File: src/design/tdfr_pkg.sv
`timescale 1ns / 1ps
// ----------------------------------------------------------------------------
// Tone digit frame receiver package
// Shared request kinds, symbol codes, reset values and inter-module types.
// ----------------------------------------------------------------------------
package tdfr_pkg;

    localparam logic [1:0] KIND_SYMBOL = 2'd0;
    localparam logic [1:0] KIND_TICK   = 2'd1;
    localparam logic [1:0] KIND_ARM    = 2'd2;

    localparam logic [3:0] SYM_NONE   = 4'hF;
    localparam logic [3:0] SYM_REPEAT = 4'hE;

    localparam logic [7:0]  OWN_ADDRESS_RST = 8'd0;
    localparam logic [15:0] TIMEOUT_MS_RST  = 16'd400;
    localparam logic [7:0]  GUARD_MS_RST    = 8'd30;
    localparam logic [15:0] IDLE_TICKS_MAX  = 16'hFFFF;

    localparam logic [1:0] REG_OWN_ADDRESS = 2'd0;
    localparam logic [1:0] REG_TIMEOUT_MS  = 2'd1;
    localparam logic [1:0] REG_GUARD_MS    = 2'd2;

    localparam int QUEUE_DEPTH = 4;
    localparam int QUEUE_AW    = 2;

    typedef struct packed {
        logic [1:0]  kind;
        logic [3:0]  symbol;
        logic [15:0] ack_cmd;
    } cmd_t;

    typedef struct packed {
        logic [7:0]  own_address;
        logic [15:0] timeout_ms;
        logic [7:0]  guard_ms;
    } cfg_t;

    typedef struct packed {
        logic [7:0] frame_address;
        logic [7:0] cmd_high;
        logic [7:0] cmd_low;
        logic       for_us;
        logic       ack_received;
        logic       send_ack;
    } result_t;

    typedef struct packed {
        logic guard;
        logic pop;
        logic load;
    } back_status_t;

endpackage

File: src/design/tone_digit_frame_receiver.sv
`timescale 1ns / 1ps
// ----------------------------------------------------------------------------
// Tone digit frame receiver
// Collects tone digits into frames, applies timeout and guard timing and
// reports address match and acknowledgement status for each frame.
// ----------------------------------------------------------------------------
// Channel  | Signals            | Contents
// s_axis   | tvalid/tready      | tuser: kind; tdata: symbol, ack_cmd
// m_axis   | tvalid/tready      | tdata: address, command bytes; tuser: flags
// apb      | psel/penable/...   | own_address, timeout_ms, guard_ms
//
// One request is taken per cycle while the queue is not full; the back end
// works it from the four-entry queue when not stalled, and a frame result
// appears in the output register the cycle after its last digit is worked.
// The back end stalls only while a finished result waits in the output
// register and the sink holds tready low; the queue then absorbs up to four
// requests before s_axis_tready falls.
// Reset is asynchronous and clears all control state; no clearing pass.
// ----------------------------------------------------------------------------
module tone_digit_frame_receiver
#(
    parameter int DIGITS_PER_FRAME = 6
)
(
    input  logic        clk,
    input  logic        rst_n,
    input  logic        s_axis_tvalid,
    output logic        s_axis_tready,
    input  logic [23:0] s_axis_tdata,  // symbol [3:0], ack_cmd [19:4], zero fill
    input  logic [1:0]  s_axis_tuser,  // req_type [1:0]
    output logic        m_axis_tvalid,
    input  logic        m_axis_tready,
    output logic [23:0] m_axis_tdata,  // frame_address [7:0], cmd_high [15:8],
                                       // cmd_low [23:16]
    output logic [2:0]  m_axis_tuser,  // for_us [0], ack_received [1], send_ack [2]
    input  logic        psel,
    input  logic        penable,
    input  logic        pwrite,
    input  logic [3:0]  paddr,
    input  logic [31:0] pwdata,
    output logic [31:0] prdata,
    output logic        pready
);

    tdfr_pkg::cfg_t         cfg_reg;
    tdfr_pkg::cfg_t         cfg_next;
    tdfr_pkg::cmd_t         push_cmd;
    tdfr_pkg::cmd_t         head;
    tdfr_pkg::back_status_t status;
    logic                   push;
    logic                   pop;
    logic                   empty;
    logic                   full;
    logic                   wr_en;

    always_comb
    begin
        pready   = 1'b1;
        wr_en    = psel && penable && pwrite && pready;
        cfg_next = cfg_reg;
        if (wr_en)
        begin
            case (paddr[3:2])
                tdfr_pkg::REG_OWN_ADDRESS: cfg_next.own_address = pwdata[7:0];
                tdfr_pkg::REG_TIMEOUT_MS:  cfg_next.timeout_ms  = pwdata[15:0];
                tdfr_pkg::REG_GUARD_MS:    cfg_next.guard_ms    = pwdata[7:0];
                default:
                begin
                end
            endcase
        end
        case (paddr[3:2])
            tdfr_pkg::REG_OWN_ADDRESS: prdata = {24'd0, cfg_reg.own_address};
            tdfr_pkg::REG_TIMEOUT_MS:  prdata = {16'd0, cfg_reg.timeout_ms};
            tdfr_pkg::REG_GUARD_MS:    prdata = {24'd0, cfg_reg.guard_ms};
            default:                   prdata = 32'd0;
        endcase
    end

    always_ff @(posedge clk or negedge rst_n)
    begin
        if (!rst_n)
        begin
            cfg_reg.own_address <= tdfr_pkg::OWN_ADDRESS_RST;
            cfg_reg.timeout_ms  <= tdfr_pkg::TIMEOUT_MS_RST;
            cfg_reg.guard_ms    <= tdfr_pkg::GUARD_MS_RST;
        end
        else
        begin
            cfg_reg <= cfg_next;
        end
    end

    tdfr_front u_front
    (
        .s_axis_tvalid (s_axis_tvalid),
        .s_axis_tready (s_axis_tready),
        .s_axis_tdata  (s_axis_tdata),
        .s_axis_tuser  (s_axis_tuser),
        .queue_full    (full),
        .push          (push),
        .cmd           (push_cmd)
    );

    tdfr_queue u_queue
    (
        .clk      (clk),
        .rst_n    (rst_n),
        .push     (push),
        .push_cmd (push_cmd),
        .pop      (pop),
        .head     (head),
        .empty    (empty),
        .full     (full)
    );

    tdfr_back
    #(
        .DIGITS_PER_FRAME (DIGITS_PER_FRAME)
    )
    u_back
    (
        .clk           (clk),
        .rst_n         (rst_n),
        .cfg           (cfg_reg),
        .head          (head),
        .empty         (empty),
        .pop           (pop),
        .m_axis_tvalid (m_axis_tvalid),
        .m_axis_tready (m_axis_tready),
        .m_axis_tdata  (m_axis_tdata),
        .m_axis_tuser  (m_axis_tuser),
        .status        (status)
    );

    // A request is never queued while the queue is full.
    assert property (@(posedge clk) disable iff (!rst_n) push |-> !full)
        else $error("request pushed into a full queue");

    // The back end never overwrites a result that the sink has not taken.
    assert property (@(posedge clk) disable iff (!rst_n)
        status.pop |-> (!m_axis_tvalid || m_axis_tready))
        else $error("back end advanced over a waiting result");

    // Every completed frame starts the guard time.
    assert property (@(posedge clk) disable iff (!rst_n) status.load |=> status.guard)
        else $error("frame completed without entering guard");

    // A new result is always shown on the next cycle.
    assert property (@(posedge clk) disable iff (!rst_n) status.load |=> m_axis_tvalid)
        else $error("completed frame not presented");

endmodule

File: src/design/tdfr_front.sv
`timescale 1ns / 1ps
// ----------------------------------------------------------------------------
// Tone digit frame receiver front end
// Accepts requests, drops those that never change state and queues the rest.
// ----------------------------------------------------------------------------
module tdfr_front
(
    input  logic               s_axis_tvalid,
    output logic               s_axis_tready,
    input  logic [23:0]        s_axis_tdata,
    input  logic [1:0]         s_axis_tuser,
    input  logic               queue_full,
    output logic               push,
    output tdfr_pkg::cmd_t     cmd
);

    logic keep;

    always_comb
    begin
        keep = ((s_axis_tuser == tdfr_pkg::KIND_SYMBOL) &&
                (s_axis_tdata[3:0] != tdfr_pkg::SYM_NONE)) ||
               (s_axis_tuser == tdfr_pkg::KIND_TICK) ||
               (s_axis_tuser == tdfr_pkg::KIND_ARM);
        s_axis_tready = !queue_full;
        push          = s_axis_tvalid && !queue_full && keep;
        cmd.kind      = s_axis_tuser;
        cmd.symbol    = s_axis_tdata[3:0];
        cmd.ack_cmd   = s_axis_tdata[19:4];
    end

endmodule

File: src/design/tdfr_queue.sv
`timescale 1ns / 1ps
// ----------------------------------------------------------------------------
// Tone digit frame receiver request queue
// Short first-in first-out buffer between the front end and the back end.
// ----------------------------------------------------------------------------
module tdfr_queue
(
    input  logic           clk,
    input  logic           rst_n,
    input  logic           push,
    input  tdfr_pkg::cmd_t push_cmd,
    input  logic           pop,
    output tdfr_pkg::cmd_t head,
    output logic           empty,
    output logic           full
);

    tdfr_pkg::cmd_t                  entries_reg [tdfr_pkg::QUEUE_DEPTH];
    logic [tdfr_pkg::QUEUE_AW-1:0]   wr_ptr_reg;
    logic [tdfr_pkg::QUEUE_AW-1:0]   wr_ptr_next;
    logic [tdfr_pkg::QUEUE_AW-1:0]   rd_ptr_reg;
    logic [tdfr_pkg::QUEUE_AW-1:0]   rd_ptr_next;
    logic [tdfr_pkg::QUEUE_AW:0]     count_reg;
    logic [tdfr_pkg::QUEUE_AW:0]     count_next;

    always_comb
    begin
        empty       = (count_reg == '0);
        full        = (count_reg == (tdfr_pkg::QUEUE_AW+1)'(tdfr_pkg::QUEUE_DEPTH));
        head        = entries_reg[rd_ptr_reg];
        wr_ptr_next = push ? wr_ptr_reg + 1'b1 : wr_ptr_reg;
        rd_ptr_next = pop ? rd_ptr_reg + 1'b1 : rd_ptr_reg;
        count_next  = count_reg;
        if (push && !pop)
        begin
            count_next = count_reg + 1'b1;
        end
        else if (!push && pop)
        begin
            count_next = count_reg - 1'b1;
        end
    end

    always_ff @(posedge clk or negedge rst_n)
    begin
        if (!rst_n)
        begin
            wr_ptr_reg <= '0;
            rd_ptr_reg <= '0;
            count_reg  <= '0;
        end
        else
        begin
            wr_ptr_reg <= wr_ptr_next;
            rd_ptr_reg <= rd_ptr_next;
            count_reg  <= count_next;
        end
    end

    always_ff @(posedge clk)
    begin
        if (push)
        begin
            entries_reg[wr_ptr_reg] <= push_cmd;
        end
    end

endmodule

File: src/design/tdfr_back.sv
`timescale 1ns / 1ps
// ----------------------------------------------------------------------------
// Tone digit frame receiver back end
// Frame assembly, timeout and guard timing, acknowledgement matching and the
// result register.
// ----------------------------------------------------------------------------
module tdfr_back
#(
    parameter int DIGITS_PER_FRAME = 6
)
(
    input  logic                   clk,
    input  logic                   rst_n,
    input  tdfr_pkg::cfg_t         cfg,
    input  tdfr_pkg::cmd_t         head,
    input  logic                   empty,
    output logic                   pop,
    output logic                   m_axis_tvalid,
    input  logic                   m_axis_tready,
    output logic [23:0]            m_axis_tdata,
    output logic [2:0]             m_axis_tuser,
    output tdfr_pkg::back_status_t status
);

    localparam int CNT_W = $clog2(DIGITS_PER_FRAME);
    localparam int STORE_DEPTH = DIGITS_PER_FRAME - 1;

    logic [3:0]       digits_reg [STORE_DEPTH];
    logic             guard_reg;
    logic             guard_next;
    logic [CNT_W-1:0] count_reg;
    logic [CNT_W-1:0] count_next;
    logic [3:0]       last_symbol_reg;
    logic [3:0]       last_symbol_next;
    logic [3:0]       last_digit_reg;
    logic [3:0]       last_digit_next;
    logic             armed_reg;
    logic             armed_next;
    logic [15:0]      idle_ticks_reg;
    logic [15:0]      idle_ticks_next;
    logic [7:0]       guard_ticks_reg;
    logic [7:0]       guard_ticks_next;
    logic             pending_reg;
    logic             pending_next;
    logic [15:0]      expected_reg;
    logic [15:0]      expected_next;
    logic             out_valid_reg;
    logic             out_valid_next;
    tdfr_pkg::result_t out_data_reg;

    logic             out_free;
    logic             sym_take;
    logic             complete;
    logic             load;
    logic [3:0]       digit_new;
    logic [3:0]       frame_digit [6];
    logic             us;
    logic             match;
    tdfr_pkg::result_t result;

    for (genvar g = 0; g < 6; g++)
    begin : g_frame
        if (g < DIGITS_PER_FRAME - 1)
        begin : g_stored
            assign frame_digit[g] = digits_reg[g];
        end
        else if (g == DIGITS_PER_FRAME - 1)
        begin : g_new
            assign frame_digit[g] = digit_new;
        end
        else
        begin : g_zero
            assign frame_digit[g] = 4'h0;
        end
    end

    always_comb
    begin
        out_free  = !out_valid_reg || m_axis_tready;
        pop       = !empty && out_free;
        sym_take  = (head.kind == tdfr_pkg::KIND_SYMBOL) && !guard_reg &&
                    (head.symbol != tdfr_pkg::SYM_NONE) &&
                    (head.symbol != last_symbol_reg);
        digit_new = ((head.symbol == tdfr_pkg::SYM_REPEAT) && (count_reg != '0)) ?
                    last_digit_reg : head.symbol;
        complete  = sym_take && (count_reg == CNT_W'(DIGITS_PER_FRAME - 1));
        load      = pop && complete;

        result.frame_address = {frame_digit[0], frame_digit[1]};
        result.cmd_high      = {frame_digit[2], frame_digit[3]};
        result.cmd_low       = {frame_digit[4], frame_digit[5]};
        us                   = (result.frame_address == cfg.own_address);
        match                = ({result.cmd_high, result.cmd_low} == expected_reg);
        result.for_us        = us;
        result.ack_received  = us && pending_reg && match;
        result.send_ack      = us && !pending_reg;

        guard_next       = guard_reg;
        count_next       = count_reg;
        last_symbol_next = last_symbol_reg;
        last_digit_next  = last_digit_reg;
        armed_next       = armed_reg;
        idle_ticks_next  = idle_ticks_reg;
        guard_ticks_next = guard_ticks_reg;
        pending_next     = pending_reg;
        expected_next    = expected_reg;

        if (pop)
        begin
            case (head.kind)
                tdfr_pkg::KIND_ARM:
                begin
                    pending_next  = 1'b1;
                    expected_next = head.ack_cmd;
                end
                tdfr_pkg::KIND_TICK:
                begin
                    if (guard_reg)
                    begin
                        if (idle_ticks_reg != tdfr_pkg::IDLE_TICKS_MAX)
                        begin
                            idle_ticks_next = idle_ticks_reg + 1'b1;
                        end
                        if (guard_ticks_reg >= cfg.guard_ms)
                        begin
                            guard_next = 1'b0;
                        end
                        else
                        begin
                            guard_ticks_next = guard_ticks_reg + 1'b1;
                        end
                    end
                    else if (armed_reg && (idle_ticks_reg >= cfg.timeout_ms))
                    begin
                        armed_next       = 1'b0;
                        count_next       = '0;
                        last_symbol_next = tdfr_pkg::SYM_NONE;
                    end
                    else if (idle_ticks_reg != tdfr_pkg::IDLE_TICKS_MAX)
                    begin
                        idle_ticks_next = idle_ticks_reg + 1'b1;
                    end
                end
                tdfr_pkg::KIND_SYMBOL:
                begin
                    if (sym_take)
                    begin
                        last_digit_next  = digit_new;
                        last_symbol_next = head.symbol;
                        count_next       = count_reg + 1'b1;
                        armed_next       = 1'b1;
                        idle_ticks_next  = '0;
                        if (complete)
                        begin
                            count_next       = '0;
                            last_symbol_next = tdfr_pkg::SYM_NONE;
                            guard_next       = 1'b1;
                            guard_ticks_next = '0;
                            if (result.ack_received)
                            begin
                                pending_next = 1'b0;
                            end
                        end
                    end
                end
                default:
                begin
                end
            endcase
        end

        if (load)
        begin
            out_valid_next = 1'b1;
        end
        else if (m_axis_tready)
        begin
            out_valid_next = 1'b0;
        end
        else
        begin
            out_valid_next = out_valid_reg;
        end

        m_axis_tvalid = out_valid_reg;
        m_axis_tdata  = {out_data_reg.cmd_low, out_data_reg.cmd_high,
                         out_data_reg.frame_address};
        m_axis_tuser  = {out_data_reg.send_ack, out_data_reg.ack_received,
                         out_data_reg.for_us};
        status.guard  = guard_reg;
        status.pop    = pop;
        status.load   = load;
    end

    always_ff @(posedge clk or negedge rst_n)
    begin
        if (!rst_n)
        begin
            guard_reg       <= 1'b0;
            count_reg       <= '0;
            last_symbol_reg <= tdfr_pkg::SYM_NONE;
            last_digit_reg  <= 4'h0;
            armed_reg       <= 1'b0;
            idle_ticks_reg  <= '0;
            guard_ticks_reg <= '0;
            pending_reg     <= 1'b0;
            expected_reg    <= '0;
            out_valid_reg   <= 1'b0;
        end
        else
        begin
            guard_reg       <= guard_next;
            count_reg       <= count_next;
            last_symbol_reg <= last_symbol_next;
            last_digit_reg  <= last_digit_next;
            armed_reg       <= armed_next;
            idle_ticks_reg  <= idle_ticks_next;
            guard_ticks_reg <= guard_ticks_next;
            pending_reg     <= pending_next;
            expected_reg    <= expected_next;
            out_valid_reg   <= out_valid_next;
        end
    end

    always_ff @(posedge clk)
    begin
        if (load)
        begin
            out_data_reg <= result;
        end
        for (int j = 0; j < STORE_DEPTH; j++)
        begin
            if (pop && sym_take && !complete && (count_reg == CNT_W'(j)))
            begin
                digits_reg[j] <= digit_new;
            end
        end
    end

endmodule

File: config.mk
export PLATFORM = sky130hd
export DESIGN_NAME = tone_digit_frame_receiver
export DESIGN_NICKNAME = d
export VERILOG_FILES = /design/src/design/tdfr_pkg.sv /design/src/design/tone_digit_frame_receiver.sv /design/src/design/tdfr_front.sv /design/src/design/tdfr_queue.sv /design/src/design/tdfr_back.sv
export SDC_FILE = /design/constraint.sdc
export NUM_CORES = 1
export LEC_CHECK = 0
export CORE_MARGIN = 3
export CORE_UTILIZATION = 30
export CTS_BUF_LIST = sky130_fd_sc_hd__clkbuf_8
export DETAILED_ROUTE_END_ITERATION = 16
export DONT_BUFFER_PORTS = 1
export RECOVER_POWER = 100
export SLEW_MARGIN = 5
export SYNTH_ARGS = -nofsm -noshare
export SYNTH_HDL_FRONTEND = slang
export SYNTH_SLANG_ARGS = --single-unit
File: constraint.sdc
create_clock -name clk -period 5.3 [get_ports clk]
set_clock_uncertainty 0.05 [all_clocks]
set_input_delay 0.53 -clock clk [delete_from_list [all_inputs] [get_ports clk]]
set_output_delay 0.53 -clock clk [all_outputs]
set_load 0.005 [all_outputs]
==> summary.txt, run 1 <==
Power
  • Pwr dens: approximately 500 nW/um^2
  • Power, Total: 5.82 mW
  • Clock network power share: 0.286
  • Maximum VDD drop: between 0.15 and 0.2 mV
  • Switch Pwr: 1.85 mW
  • Combinational group share of total power: 0.262
  • Switching Fraction: 0.319
  • Leakage power: 4.52 nW
  • Flop pwr share: 0.452
  • Internal power: roughly 4.0 mW

Final layout
  • Fillers: roughly 3,200
  • Max reg flops: about 90
  • Share of layout cells above drive strength 1: 0.168
  • Register area: ~6400 um^2
  • Multi-input logic area: roughly 3400 um^2
  • Post-route cell area: roughly 12,000 um^2
  • Synth-to-layout area growth: 14.3%
  • Most common cell after layout, fill and taps aside: edfxtp_1
  • # nets final: around 900
  • Commonest cells after routing, fill and taps aside: edfxtp_1 (135), dfrtp_1 (83), nand2_1 (58)

Global route
  • Initial antenna violation count: 1
  • Total Routing Usage GR: 0.115
  • GRT met3 Usage: 0.0325
  • Met1 usage: 0.154
  • Pin count of the biggest net entering global routing: 95
  • Congestion Overflow GR: 0
  • Gr busiest metal: met2
  • Met2 global-route usage: 0.182
  • Vias in the first global route: just under 6,000
  • First-pass GRT wire length: roughly 33,000 um

Clock network
  • Cts bufs inserted: 40
  • Clk sinks: between 200 and 250
  • Clock slew at reported path FFs: around 0.070 ns
  • CTS max path bufs: 3
  • CTS tree: done
  • CTS resizes: 0
  • Latest clock arrival within the worst-skew pair: 0.55 ns
  • Root Buffer: clkbuf_8
  • CTS H-Tree Depth: 2

Setup path
  • Top cell by count, worst path: buf_4
  • Flop-to-flop setup slack: around 1.1 ns
  • Critical path class: reg2reg
  • Cell Chain, Critical Path: mux4_2 > xor2_1 > nor4_1 > nor3_2 > buf_4 > nand3_1 > clkinv_1 > buf_4
  • Crit path DAT: roughly 4.4 ns
  • Crit path required time: 5.53 ns
  • Worst path top cell family by delay: buffers and inverters
  • R2r endpoint: u_back.m_axis_tdata[11]
  • RR Startpoint: u_queue.rd_ptr_reg[0]
  • CP max stage cell: dfrtp_1
  • CP Buf/Inv Count: 3
  • CP Launch Type: flip-flop
  • Crit end category: flip-flop
  • Crit-path max cell delay: ~0.86 ns
  • Crit-path max FO: 24
  • Worst Reg-to-Reg Cells: 8

Status
  • Outcome: complete, but fails checks
  • Failing checks: max-capacitance violations, max-slew violations

Floorplanning
  • DIE AREA: 36,200 um^2
  • Die height: approximately 190 um
  • Die W: 190 um
  • Initial Util: 0.309
  • Core Box Area: 33,000 um^2
  • I/O pin cnt: approximately 130
  • Row Count: 66

Detailed routing
  • Vias: between 5,000 and 6,000
  • Initial drt markers: 326
  • Post-Route WL: between 20,000 and 25,000 um
  • Final antenna-violating net count: 0
  • Routed length per instance: 16.7 um
  • Detail-routed via count per cell: approximately 4.6
  • Pre-antenna DRT Iters: 5
  • DR DRC count: 0

Synthesis
  • EDFF count, synth: about 140
  • Synth Warn #: 0
  • Top cells by area, synth: edfxtp_1 (40%), dfrtp_1 (20%), mux4_2 (4.9%), ha_1 (4.4%), mux2_2 (3.9%)
  • Post-Syn Area: a little over 10,000 um^2
  • Mean post-synth cell area: roughly 14 um^2
  • Cells after synthesis: about 720
  • Yosys reg bits: about 230
  • Dominant synthesized flop cell: edfxtp_1
  • Synth unique cells: 63
  • Post-synth top area share: 0.397
  • Synth area leader: edfxtp_1
  • FFs w/ async S/R, synth: 0.410
  • Sequential share of the synthesized area: 0.629

Timing
  • Maximum operating frequency: around 240 MHz
  • Tightest Pin Transition: ~2.5 ns
  • RSZ-0062 raised after global routing: no
  • Post-Route Setup TNS: 0 ns
  • Final min period: between 4 and 5 ns
  • Hold Violations, Final: 0
  • Final slew viol count: 95
  • Setup-failing EPs final: 0
  • Tcrit/Tclk final: 0.789
  • Relative slew margins: -0.685
  • Fin Hold WS: 0.0359 ns

Min path
  • HP Start: pwdata[8]
  • WHS Endpoint: cfg_reg[16]
  • Hold depth: 2
  • Min-Delay Path Class: in2reg

Run
  • Max cap viols: 1

Placed design
  • Routability-driven placement congestion ratio: 0.727
  • Hpwl dp: approximately 14,000 um
  • PortBufs: 0
  • Area of placed instances: 10,700 um^2
-- layer usage --
metal	vias to the layer above	routed length, um
met5	-	0
li1	2750	-
met4	0	375
met3	30	1340
met2	151	9720
met1	2867	9380
-- kinds of logic after synthesis --
group	Yosys count	synth area share
flops	229	0.629
other cells	2	0.000736
compound gates	100	0.0666
mux	73	0.103
xor+xnor	38	0.0326
simple gates	167	0.0855
buf+inv	76	0.0359
fa+ha+maj	37	0.0461
-- worst reg2reg max path, stage by stage, from the launching register on --
cell and delay (ns):
dfrtp_1 0.86, mux4_2 0.67, xor2_1 0.18, nor4_1 0.59, nor3_2 0.09, buf_4 0.24, nand3_1 0.21, clkinv_1 0.59
buf_4 0.46
-- per-stage QoR --
step           utilization  worst slack [ns]  instances
2_1_floorplan            -              2.17        737
6_report             0.353              1.12       1248
5_1_grt              0.353             0.646       1248
3_5_place_dp         0.323              1.00       1154
4_1_cts              0.355             0.990       1247
3_3_place_gp         0.323             0.997       1154
-- area by class of cell --
cell class              count  share of cell area
diodes                      1            0.000215
clock buffers              41              0.0484
clock inverters            33              0.0236
inverters                  41              0.0132
multi-input cells         432               0.296
flip-flops and latches    229               0.551
well taps                 442              0.0474
repair buffers             29              0.0204
-- power by group through the flow --
stage / sequential (mW) / clock [mW] / combinational (mW)
CTS: 2.64 / 1.72 / 1.59
global placement: 2.65 / 0 / 1.51
finish: 2.63 / 1.66 / 1.53
global route: 2.68 / 1.81 / 1.72
floorplan: 2.53 / 0 / 1.26
detailed placement: 2.67 / 0 / 1.54
-- synthesized netlist by cell type (3+ instances only) --
master / number
a21o_1: 8
or3b_1: 3
dfstp_2: 11
nand2_1: 58
nor3_1: 7
o211ai_1: 3
and2_1: 13
nand2b_1: 3
mux2_2: 35
xor2_1: 25
nand4_1: 13
clkbuf_1: 10
inv_1: 40
nor2b_1: 3
edfxtp_1: 135
ha_1: 36
o41ai_1: 4
o22a_1: 4
xnor2_1: 13
and4_1: 4
a21oi_1: 19
mux2i_1: 16
buf_4: 17
nor2_1: 19
nand3_1: 14
and3_1: 9
o21ai_0: 33
nor4_1: 5
or4_1: 3
a211oi_1: 5
mux4_2: 22
nand3b_1: 3
o31ai_1: 3
dfrtp_1: 83
buf_1: 4
-- what timing repair did --
| action | in CTS | in global routing |
|---|---|---|
| buffers inserted | 0 | 0 |
| hold buffers | 19 | 0 |
| hold endpoints to repair | 161 | 0 |
| setup endpoints to repair | 0 | 0 |
-- worst max-delay path by stage --
stage                                startpoint                         to  slack [ns]  depth (start not counted)
after floorplan           u_queue.rd_ptr_reg[0]     u_back.m_axis_tdata[0]        2.17                          7
after global placement    u_queue.rd_ptr_reg[0]     u_back.m_axis_tuser[1]         1.0                          8
after detailed placement  u_queue.rd_ptr_reg[0]     u_back.m_axis_tuser[1]        1.00                          8
after CTS                 u_queue.rd_ptr_reg[0]    u_back.m_axis_tdata[11]        0.99                          8
after global routing      u_queue.rd_ptr_reg[0]  u_back.idle_ticks_reg[13]        0.65                          7
final                     u_queue.rd_ptr_reg[0]    u_back.m_axis_tdata[11]        1.12                          8
No activity file was read; power rests on OpenSTA's default activity.
==> inputs of run 2 (changes only) <==
==> constraint.sdc (replaced) <==
create_clock -name clk -period 4 [get_ports clk]
set_clock_uncertainty 0.05 [all_clocks]
set_input_delay 0.4 -clock clk [delete_from_list [all_inputs] [get_ports clk]]
set_output_delay 0.4 -clock clk [all_outputs]
set_load 0.005 [all_outputs]
==> summary.txt, run 2 (synthesized netlist as in run 1, its figures left out) <==
Placed design
  • Hpwl dp: 14,600 um (+1.2%)
  • Pre-CTS setup slack: 0.786 ns (-0.215 ns)
  • Routability-driven placement congestion ratio: 0.737 (+1.3%)
  • PortBufs: 0 (unchanged)

Timing
  • Final slew viol count: 95 (unchanged)
  • Setup-failing EPs final: 0 (unchanged)
  • Hold Violations, Final: 0 (unchanged)
  • RSZ-0062 raised after global routing: no
  • Final worst slack: 0.710 ns (-0.409 ns)
  • Tightest Pin Transition: 2.47 ns (-0.0554 ns)
  • Maximum operating frequency: 304 MHz (+27%)
  • Relative slew margins: -0.648 (+0.0369)
  • Final min period: 3.29 ns (-0.891 ns)
  • Tcrit/Tclk final: 0.823 (+0.0335)
  • Post-Route Setup TNS: 0 ns (unchanged)

Setup path
  • Crit path DAT: 3.69 ns (-0.72 ns)
  • Cell Chain, Critical Path: mux4_2 > nor3_1 > o21ai_0 > o21ba_1 > a2111oi_4 > or3b_1 > a21oi_1
  • CP Launch Type: flip-flop
  • Crit end category: flip-flop
  • CP max stage cell: dfrtp_1
  • Critical path class: reg2reg
  • Crit-path max FO: 10 (-58%)
  • Crit-path max cell delay: 0.66 ns (-0.20 ns)
  • Crit path required time: 4.40 ns (-1.13 ns)

Clock network
  • Latest clock arrival within the worst-skew pair: 0.57 ns (+0.02 ns)
  • Root Buffer: clkbuf_8
  • CTS H-Tree Depth: 2 (unchanged)
  • CTS tree: done
  • Cts bufs inserted: 41 (+2.5%)
  • Clk sinks: 229 (unchanged)
  • Clock slew at reported path FFs: 0.06 ns (about the same)
  • CTS max path bufs: 3 (unchanged)
  • Post-CTS Setup Inserts: 0 (unchanged)

Floorplanning
  • DIE AREA: 36,200 um^2 (unchanged)
  • Initial Util: 0.309 (unchanged)
  • Die W: 190 um (unchanged)
  • Row Count: 66 (unchanged)
  • Core Box Area: 33,000 um^2 (unchanged)
  • Die height: 190 um (unchanged)
  • I/O pin cnt: 131 (unchanged)

Power
  • Leakage power: 4.62 nW (+2.3%)
  • Pwr dens: 653 nW/um^2 (+31%)
  • Maximum VDD drop: 0.204 mV (+17%)

Final layout
  • Commonest cells after routing, fill and taps aside: edfxtp_1 (135), dfrtp_1 (83), nand2_1 (58)
  • Max reg flops: 88 (unchanged)
  • Synth-to-layout area growth: 16.6%
  • Most common cell after layout, fill and taps aside: edfxtp_1
  • # nets final: 904 (+2.8%)
  • Share of layout cells above drive strength 1: 0.163 (-0.00505)

Status
  • Failing checks: max-capacitance violations, max-slew violations
  • Outcome: complete, but fails checks

Global route
  • GRT met3 Usage: 0.0313 (-0.00129)
  • First-pass GRT wire length: 34,000 um (+3.9%)
  • Initial antenna violation count: 1 (unchanged)
  • Gr busiest metal: met2
  • Met2 global-route usage: 0.189 (+0.00706)
  • Pin count of the biggest net entering global routing: 95 (unchanged)
  • Total Routing Usage GR: 0.118 (+0.00371)
  • Vias in the first global route: 6,073 (+2.9%)
  • Met1 usage: 0.158 (+0.00411)
  • Congestion Overflow GR: 0 (unchanged)

Detailed routing
  • Vias: 5,889 (+1.6%)
  • Pre-antenna DRT Iters: 4 (-1)
  • Detail-routed via count per cell: 4.63 (-0.43%)
  • Routed length per instance: 16.9 um (+1.6%)
  • DR DRC count: 0 (unchanged)
  • Initial drt markers: 314 (-3.7%)
  • Post-Route WL: 21,600 um (+3.6%)
  • Final antenna-violating net count: 0 (unchanged)

Min path
  • Min-Delay Path Class: in2reg

Run
  • Max cap viols: 1 (unchanged)
[run 2: changes by cell type in the layout (fill, tap and decap cells not counted), sizes merged]
cell         previous run  this run
buf                     4         7
dlygate4sd3            18        39
clkinv                 16        13
bufinv                  4         3
inv                    54        56
clkbuf                 48        51
[run 2: worst max-delay path: cells and delay by family (launching register included)]
family | cells | cell delay (ns)
AO/OA/AOI/OAI | 4 | 1.24
flip-flops | 1 | 0.66
multiplexers | 1 | 0.66
AND/OR/NAND/NOR | 2 | 0.59
[run 2: repair_timing]
action	in CTS	in global routing
setup endpoints to repair	0	0
hold endpoints to repair	214	0
gates resized for setup	0	0
hold buffers	40	0
[run 2: final cells by class]
cell class | count | area (um^2)
multi-input cells | 432 | 3450
clock buffers | 44 | 606
diodes | 1 | 2.50
fillers | 3196 | 21100
flip-flops and latches | 229 | 6420
inverters | 41 | 154
repair buffers | 53 | 470
well taps | 442 | 553
clock inverters | 31 | 234
[run 2: per-layer routing]
| metal | up-vias | part of all wire |
|---|---|---|
| li1 | 2806 | - |
| met1 | 2884 | 0.46 |
| met2 | 154 | 0.47 |
| met3 | 43 | 0.054 |
| met4 | 2 | 0.021 |
| met5 | - | 0.00060 |
[run 2: path summary, 6_finish.rpt]
path / from / end / slack (ns) / cells past startpoint
worst min register to register: u_back.digits_reg[4][0] / u_back.m_axis_tdata[20] / 0.42 / 0
worst max register to register: u_queue.rd_ptr_reg[0] / u_back.idle_ticks_reg[14] / 0.71 / 7
worst min-delay path: m_axis_tready / u_back.m_axis_tvalid / 0.10 / 2
worst max-delay path: u_queue.rd_ptr_reg[0] / u_back.idle_ticks_reg[14] / 0.71 / 7
max in group asynchronous: rst_n / u_back.idle_ticks_reg[12] / 1.27 / 2
min in group asynchronous: rst_n / u_back.last_digit_reg[2] / 1.17 / 2
[run 2: metrics by stage]
stage	power [mW]	hold WS, ns	instances	utilization	area (um^2)
final	7.76	0.104	1273	0.360	11900
after global routing	8.28	0.106	1272	0.360	11900
after CTS	7.94	0.106	1272	0.362	12000
after detailed placement	5.61	0.0643	1157	0.324	10700
after global placement	5.55	0.0651	1157	0.324	10700
after floorplan	5.02	0.0544	737	-	10300
[run 2: power by group]
part	leakage, nW	total (mW)	switching (mW)	internal [mW]
clock	0.483	2.21	0.982	1.23
combinational	1.77	2.12	1.19	0.933
sequential	2.37	3.43	0.325	3.10
total	4.62	7.76	2.50	5.26
==> inputs of run 3 (changes only) <==
--- a/config.mk
+++ b/config.mk
@@ -5,6 +5,7 @@
 export SDC_FILE = /design/constraint.sdc
 export NUM_CORES = 1
 export LEC_CHECK = 0
+export ABC_AREA = 1
 export CORE_MARGIN = 3
 export CORE_UTILIZATION = 30
 export CTS_BUF_LIST = sky130_fd_sc_hd__clkbuf_8
==> constraint.sdc (replaced) <==
create_clock -name clk -period 3 [get_ports clk]
set_clock_uncertainty 0.05 [all_clocks]
set_input_delay 0.3 -clock clk [delete_from_list [all_inputs] [get_ports clk]]
set_output_delay 0.3 -clock clk [all_outputs]
set_load 0.005 [all_outputs]
==> summary.txt, run 3 <==
Status
  • Outcome: complete, but fails checks
  • Failing checks: max-capacitance violations, max-slew violations

Timing
  • Setup-failing EPs final: 0 (unchanged)
  • Tightest Pin Transition: 2.15 ns (-0.325 ns)
  • Final worst slack: 0.331 ns (-0.379 ns)
  • Maximum operating frequency: 375 MHz (+23%)
  • Fin Hold WS: 0.182 ns (+0.0780 ns)
  • Tcrit/Tclk final: 0.890 (+0.0670)
  • Post-Route Setup TNS: 0 ns (unchanged)
  • Final min period: 2.67 ns (-0.621 ns)
  • Relative slew margins: -0.432 (+0.217)
  • Hold Violations, Final: 0 (unchanged)
  • RSZ-0062 raised after global routing: no
  • Final slew viol count: 95 (unchanged)

Setup path
  • R2r endpoint: u_back.m_axis_tdata[22]
  • Crit path DAT: 2.82 ns (-0.87 ns)
  • Crit path required time: 3.15 ns (-1.25 ns)
  • Worst Reg-to-Reg Cells: 12 (+5)
  • RR Startpoint: u_queue.rd_ptr_reg[0]
  • Critical path class: reg2reg
  • Origin of the worst setup path: u_queue.rd_ptr_reg[0]
  • Crit-path max FO: 27 (+17)
  • Flop-to-flop setup slack: 0.33 ns (-0.38 ns)
  • Crit end category: flip-flop
  • CP Launch Type: flip-flop

Placed design
  • Routability-driven placement congestion ratio: 0.795 (+7.9%)
  • Hpwl dp: 16,600 um (+13%)
  • PortBufs: 0 (unchanged)
  • Placed insts: 1,537 (+33%)
  • Pre-CTS setup slack: 0.157 ns (-0.630 ns)

Synthesis
  • EDFF count, synth: 135 (unchanged)
  • Dominant synthesized flop cell: edfxtp_1
  • Top-count cell post-synth: nand2_1
  • Mean post-synth cell area: 9.85 um^2 (-30%)
  • Synth unique cells: 42 (-33%)
  • Top cells by area, synth: edfxtp_1 (38%), dfrtp_1 (19%), nand2_1 (9.0%), ha_1 (4.2%), o21ai_0 (4.0%)
  • Cells after synthesis: 1,095 (+52%)
  • Yosys reg bits: 229 (unchanged)
  • Post-Syn Area: 10,800 um^2 (+5.8%)
  • Synth top cells by count: nand2_1 (260), edfxtp_1 (135), inv_1 (108), nor2_1 (106), o21ai_0 (87)
  • Synth area leader: edfxtp_1
  • Sequential share of the synthesized area: 0.595 (-0.0345)
  • Post-synth top area share: 0.376 (-0.0218)
  • FFs w/ async S/R, synth: 0.410 (unchanged)
  • Synth Warn #: 0 (unchanged)

Final layout
  • Share of layout cells above drive strength 1: 0.0953 (-0.0673)
  • Commonest cells after routing, fill and taps aside: nand2_1 (261), edfxtp_1 (135), inv_1 (120)
  • # nets final: 1,271 (+41%)
  • Fillers: 3,483 (+9.0%)
  • Synth-to-layout area growth: 15.3%
  • Most common cell after layout, fill and taps aside: nand2_1
  • Fin cells: 1,652 (+30%)
  • Max reg flops: 88 (unchanged)

Global route
  • Total Routing Usage GR: 0.123 (+0.00407)
  • First-pass GRT wire length: 38,300 um (+12%)
  • Pin count of the biggest net entering global routing: 95 (unchanged)
  • Initial antenna violation count: 1 (unchanged)
  • Vias in the first global route: 7,202 (+19%)
  • Congestion Overflow GR: 0 (unchanged)

Clock network
  • CTS max path bufs: 3 (unchanged)
  • Post-CTS Setup Inserts: 0 (unchanged)
  • Clock slew at reported path FFs: 0.06 ns (about the same)
  • Root Buffer: clkbuf_8
  • CTS H-Tree Depth: 2 (unchanged)
  • Cts bufs inserted: 40 (-2.4%)
  • Latest clock arrival within the worst-skew pair: 0.57 ns (about the same)
  • CTS tree: done
  • Clk sinks: 229 (unchanged)

Min path
  • Hold depth: 2 (unchanged)
  • WHS Endpoint: u_queue.rd_ptr_reg[0]
  • Min-Delay Path Class: in2reg
  • HP Start: m_axis_tready

Detailed routing
  • Routed length per instance: 14.4 um (-15%)
  • DR DRC count: 0 (unchanged)
  • Post-Route WL: 23,900 um (+11%)
  • Met3 WL post-DR: 1030 um (-12%)
  • Met2 wire len: 11,200 um (+10%)
  • Uppermost layer routed: met4
  • Met1 wire length: 11,100 um (+13%)
  • Final antenna-violating net count: 0 (unchanged)
  • Initial drt markers: 422 (+34%)
  • Detail-routed via count per cell: 4.52 (-2.3%)
  • Vias: 7,464 (+27%)
  • Pre-antenna DRT Iters: 5 (+1)

Power
  • Combinational group share of total power: 0.340 (+0.067)
  • Flop pwr share: 0.406 (-0.036)
  • Pwr dens: 879 nW/um^2 (+35%)
  • Switch Pwr: 4.20 mW (+68%)
  • Clock network power share: 0.254 (-0.031)
  • Switching Fraction: 0.384 (+0.0624)
  • Leakage power: 5.26 nW (+14%)
  • Internal power: 6.73 mW (+28%)
  • Maximum VDD drop: 0.430 mV (+110%)

Floorplanning
  • Die W: 196 um (+2.8%)
  • Initial Util: 0.309 (about the same)
  • Row Count: 68 (+3.0%)
  • I/O pin cnt: 131 (unchanged)
  • Core Box Area: 35,000 um^2 (+5.9%)
  • DIE AREA: 38,300 um^2 (+5.6%)
  • Die height: 196 um (+2.8%)

Run
  • Max cap viols: 1 (unchanged)
==> run 3: cell types whose count changed in the layout (fill, tap and decap cells not counted), sizes merged, moves of 15 or more <==
cell,before,now
o22ai,2,17
a21oi,19,35
inv,56,124
nand2,58,269
nor2,19,108
mux2i,16,0
mux4,22,0
mux2,35,2
o21ai,34,90
nand3,14,68
==> run 3: worst max path at each step <==
stage / endpoint / cells after the start
final: u_back.m_axis_tdata[22] / 12
after global routing: u_back.count_reg[2] / 17
after CTS: u_back.idle_ticks_reg[15] / 13
after detailed placement: u_back.idle_ticks_reg[15] / 13
after global placement: u_back.idle_ticks_reg[1] / 13
after floorplan: u_back.m_axis_tdata[0] / 11
==> run 3: routing by layer <==
layer / vias up / global-route usage
met3: 37 / 0.0264
met2: 143 / 0.202
met5: - / 0
met1: 3502 / 0.161
met4: 0 / 0.0420
li1: 3782 / -
==> run 3: logic make-up (layout without fill, tap and decap cells) <==
family,count (synthesis),in the layout,share of synthesized area
AOI/OAI and AO/OA,156,156,0.0797
xor gates and xnor gates,22,22,0.0179
adders and majority gates,37,37,0.0436
DFF,229,229,0.595
muxes,2,2,0.00209
other,2,18,0.000696
buffers and inverters,159,245,0.0669
and+or+nand+nor,488,488,0.194
==> run 3: repair_timing <==
item / 4_1_cts / 5_1_grt
resized for setup: 0 / 1
hold buffers: 41 / 0
endpoints found under the hold margin: 215 / 0
endpoints found under the setup margin: 0 / 16
==> run 3: stage by stage <==
stage / total power [mW] / util / area, um^2
after global placement: 8.13 / 0.323 / 11300
after detailed placement: 8.22 / 0.323 / 11300
after global routing: 11.9 / 0.356 / 12400
after floorplan: 7.26 / - / 10800
after CTS: 11.2 / 0.357 / 12500
final: 10.9 / 0.356 / 12400
==> run 3: power groups by stage <==
stage	Clock (mW)	Combinational [mW]	Sequential, mW
2_1_floorplan	0	2.87	4.38
3_3_place_gp	0	3.65	4.48
3_5_place_dp	0	3.73	4.49
4_1_cts	2.89	3.83	4.44
5_1_grt	3.05	4.31	4.51
6_report	2.78	3.71	4.44
==> run 3: final cells by class <==
| cell class | count | area, um^2 | share of cell area |
|---|---|---|---|
| sequential | 229 | 6420 | 0.516 |
| multi-input combinational | 722 | 3710 | 0.298 |
| tap | 455 | 569 | 0.0458 |
| clock buffer | 41 | 564 | 0.0454 |
| timing repair buffer | 61 | 531 | 0.0426 |
| inverter | 111 | 424 | 0.0341 |
| clock inverter | 32 | 223 | 0.0179 |
| antenna | 1 | 2.50 | 0.000201 |
==> run 3: worst max-delay path: stages (launching register included) <==
cell and delay [ns]:
dfrtp_1 0.49, inv_2 0.16, buf_4 0.23, nand2_1 0.09, nand3_1 0.12, nand2_1 0.15, nand2_1 0.06, nand2_1 0.06
nor2_1 0.04, nand2_1 0.11, nand3_1 0.25, nor2_2 0.15, buf_4 0.36
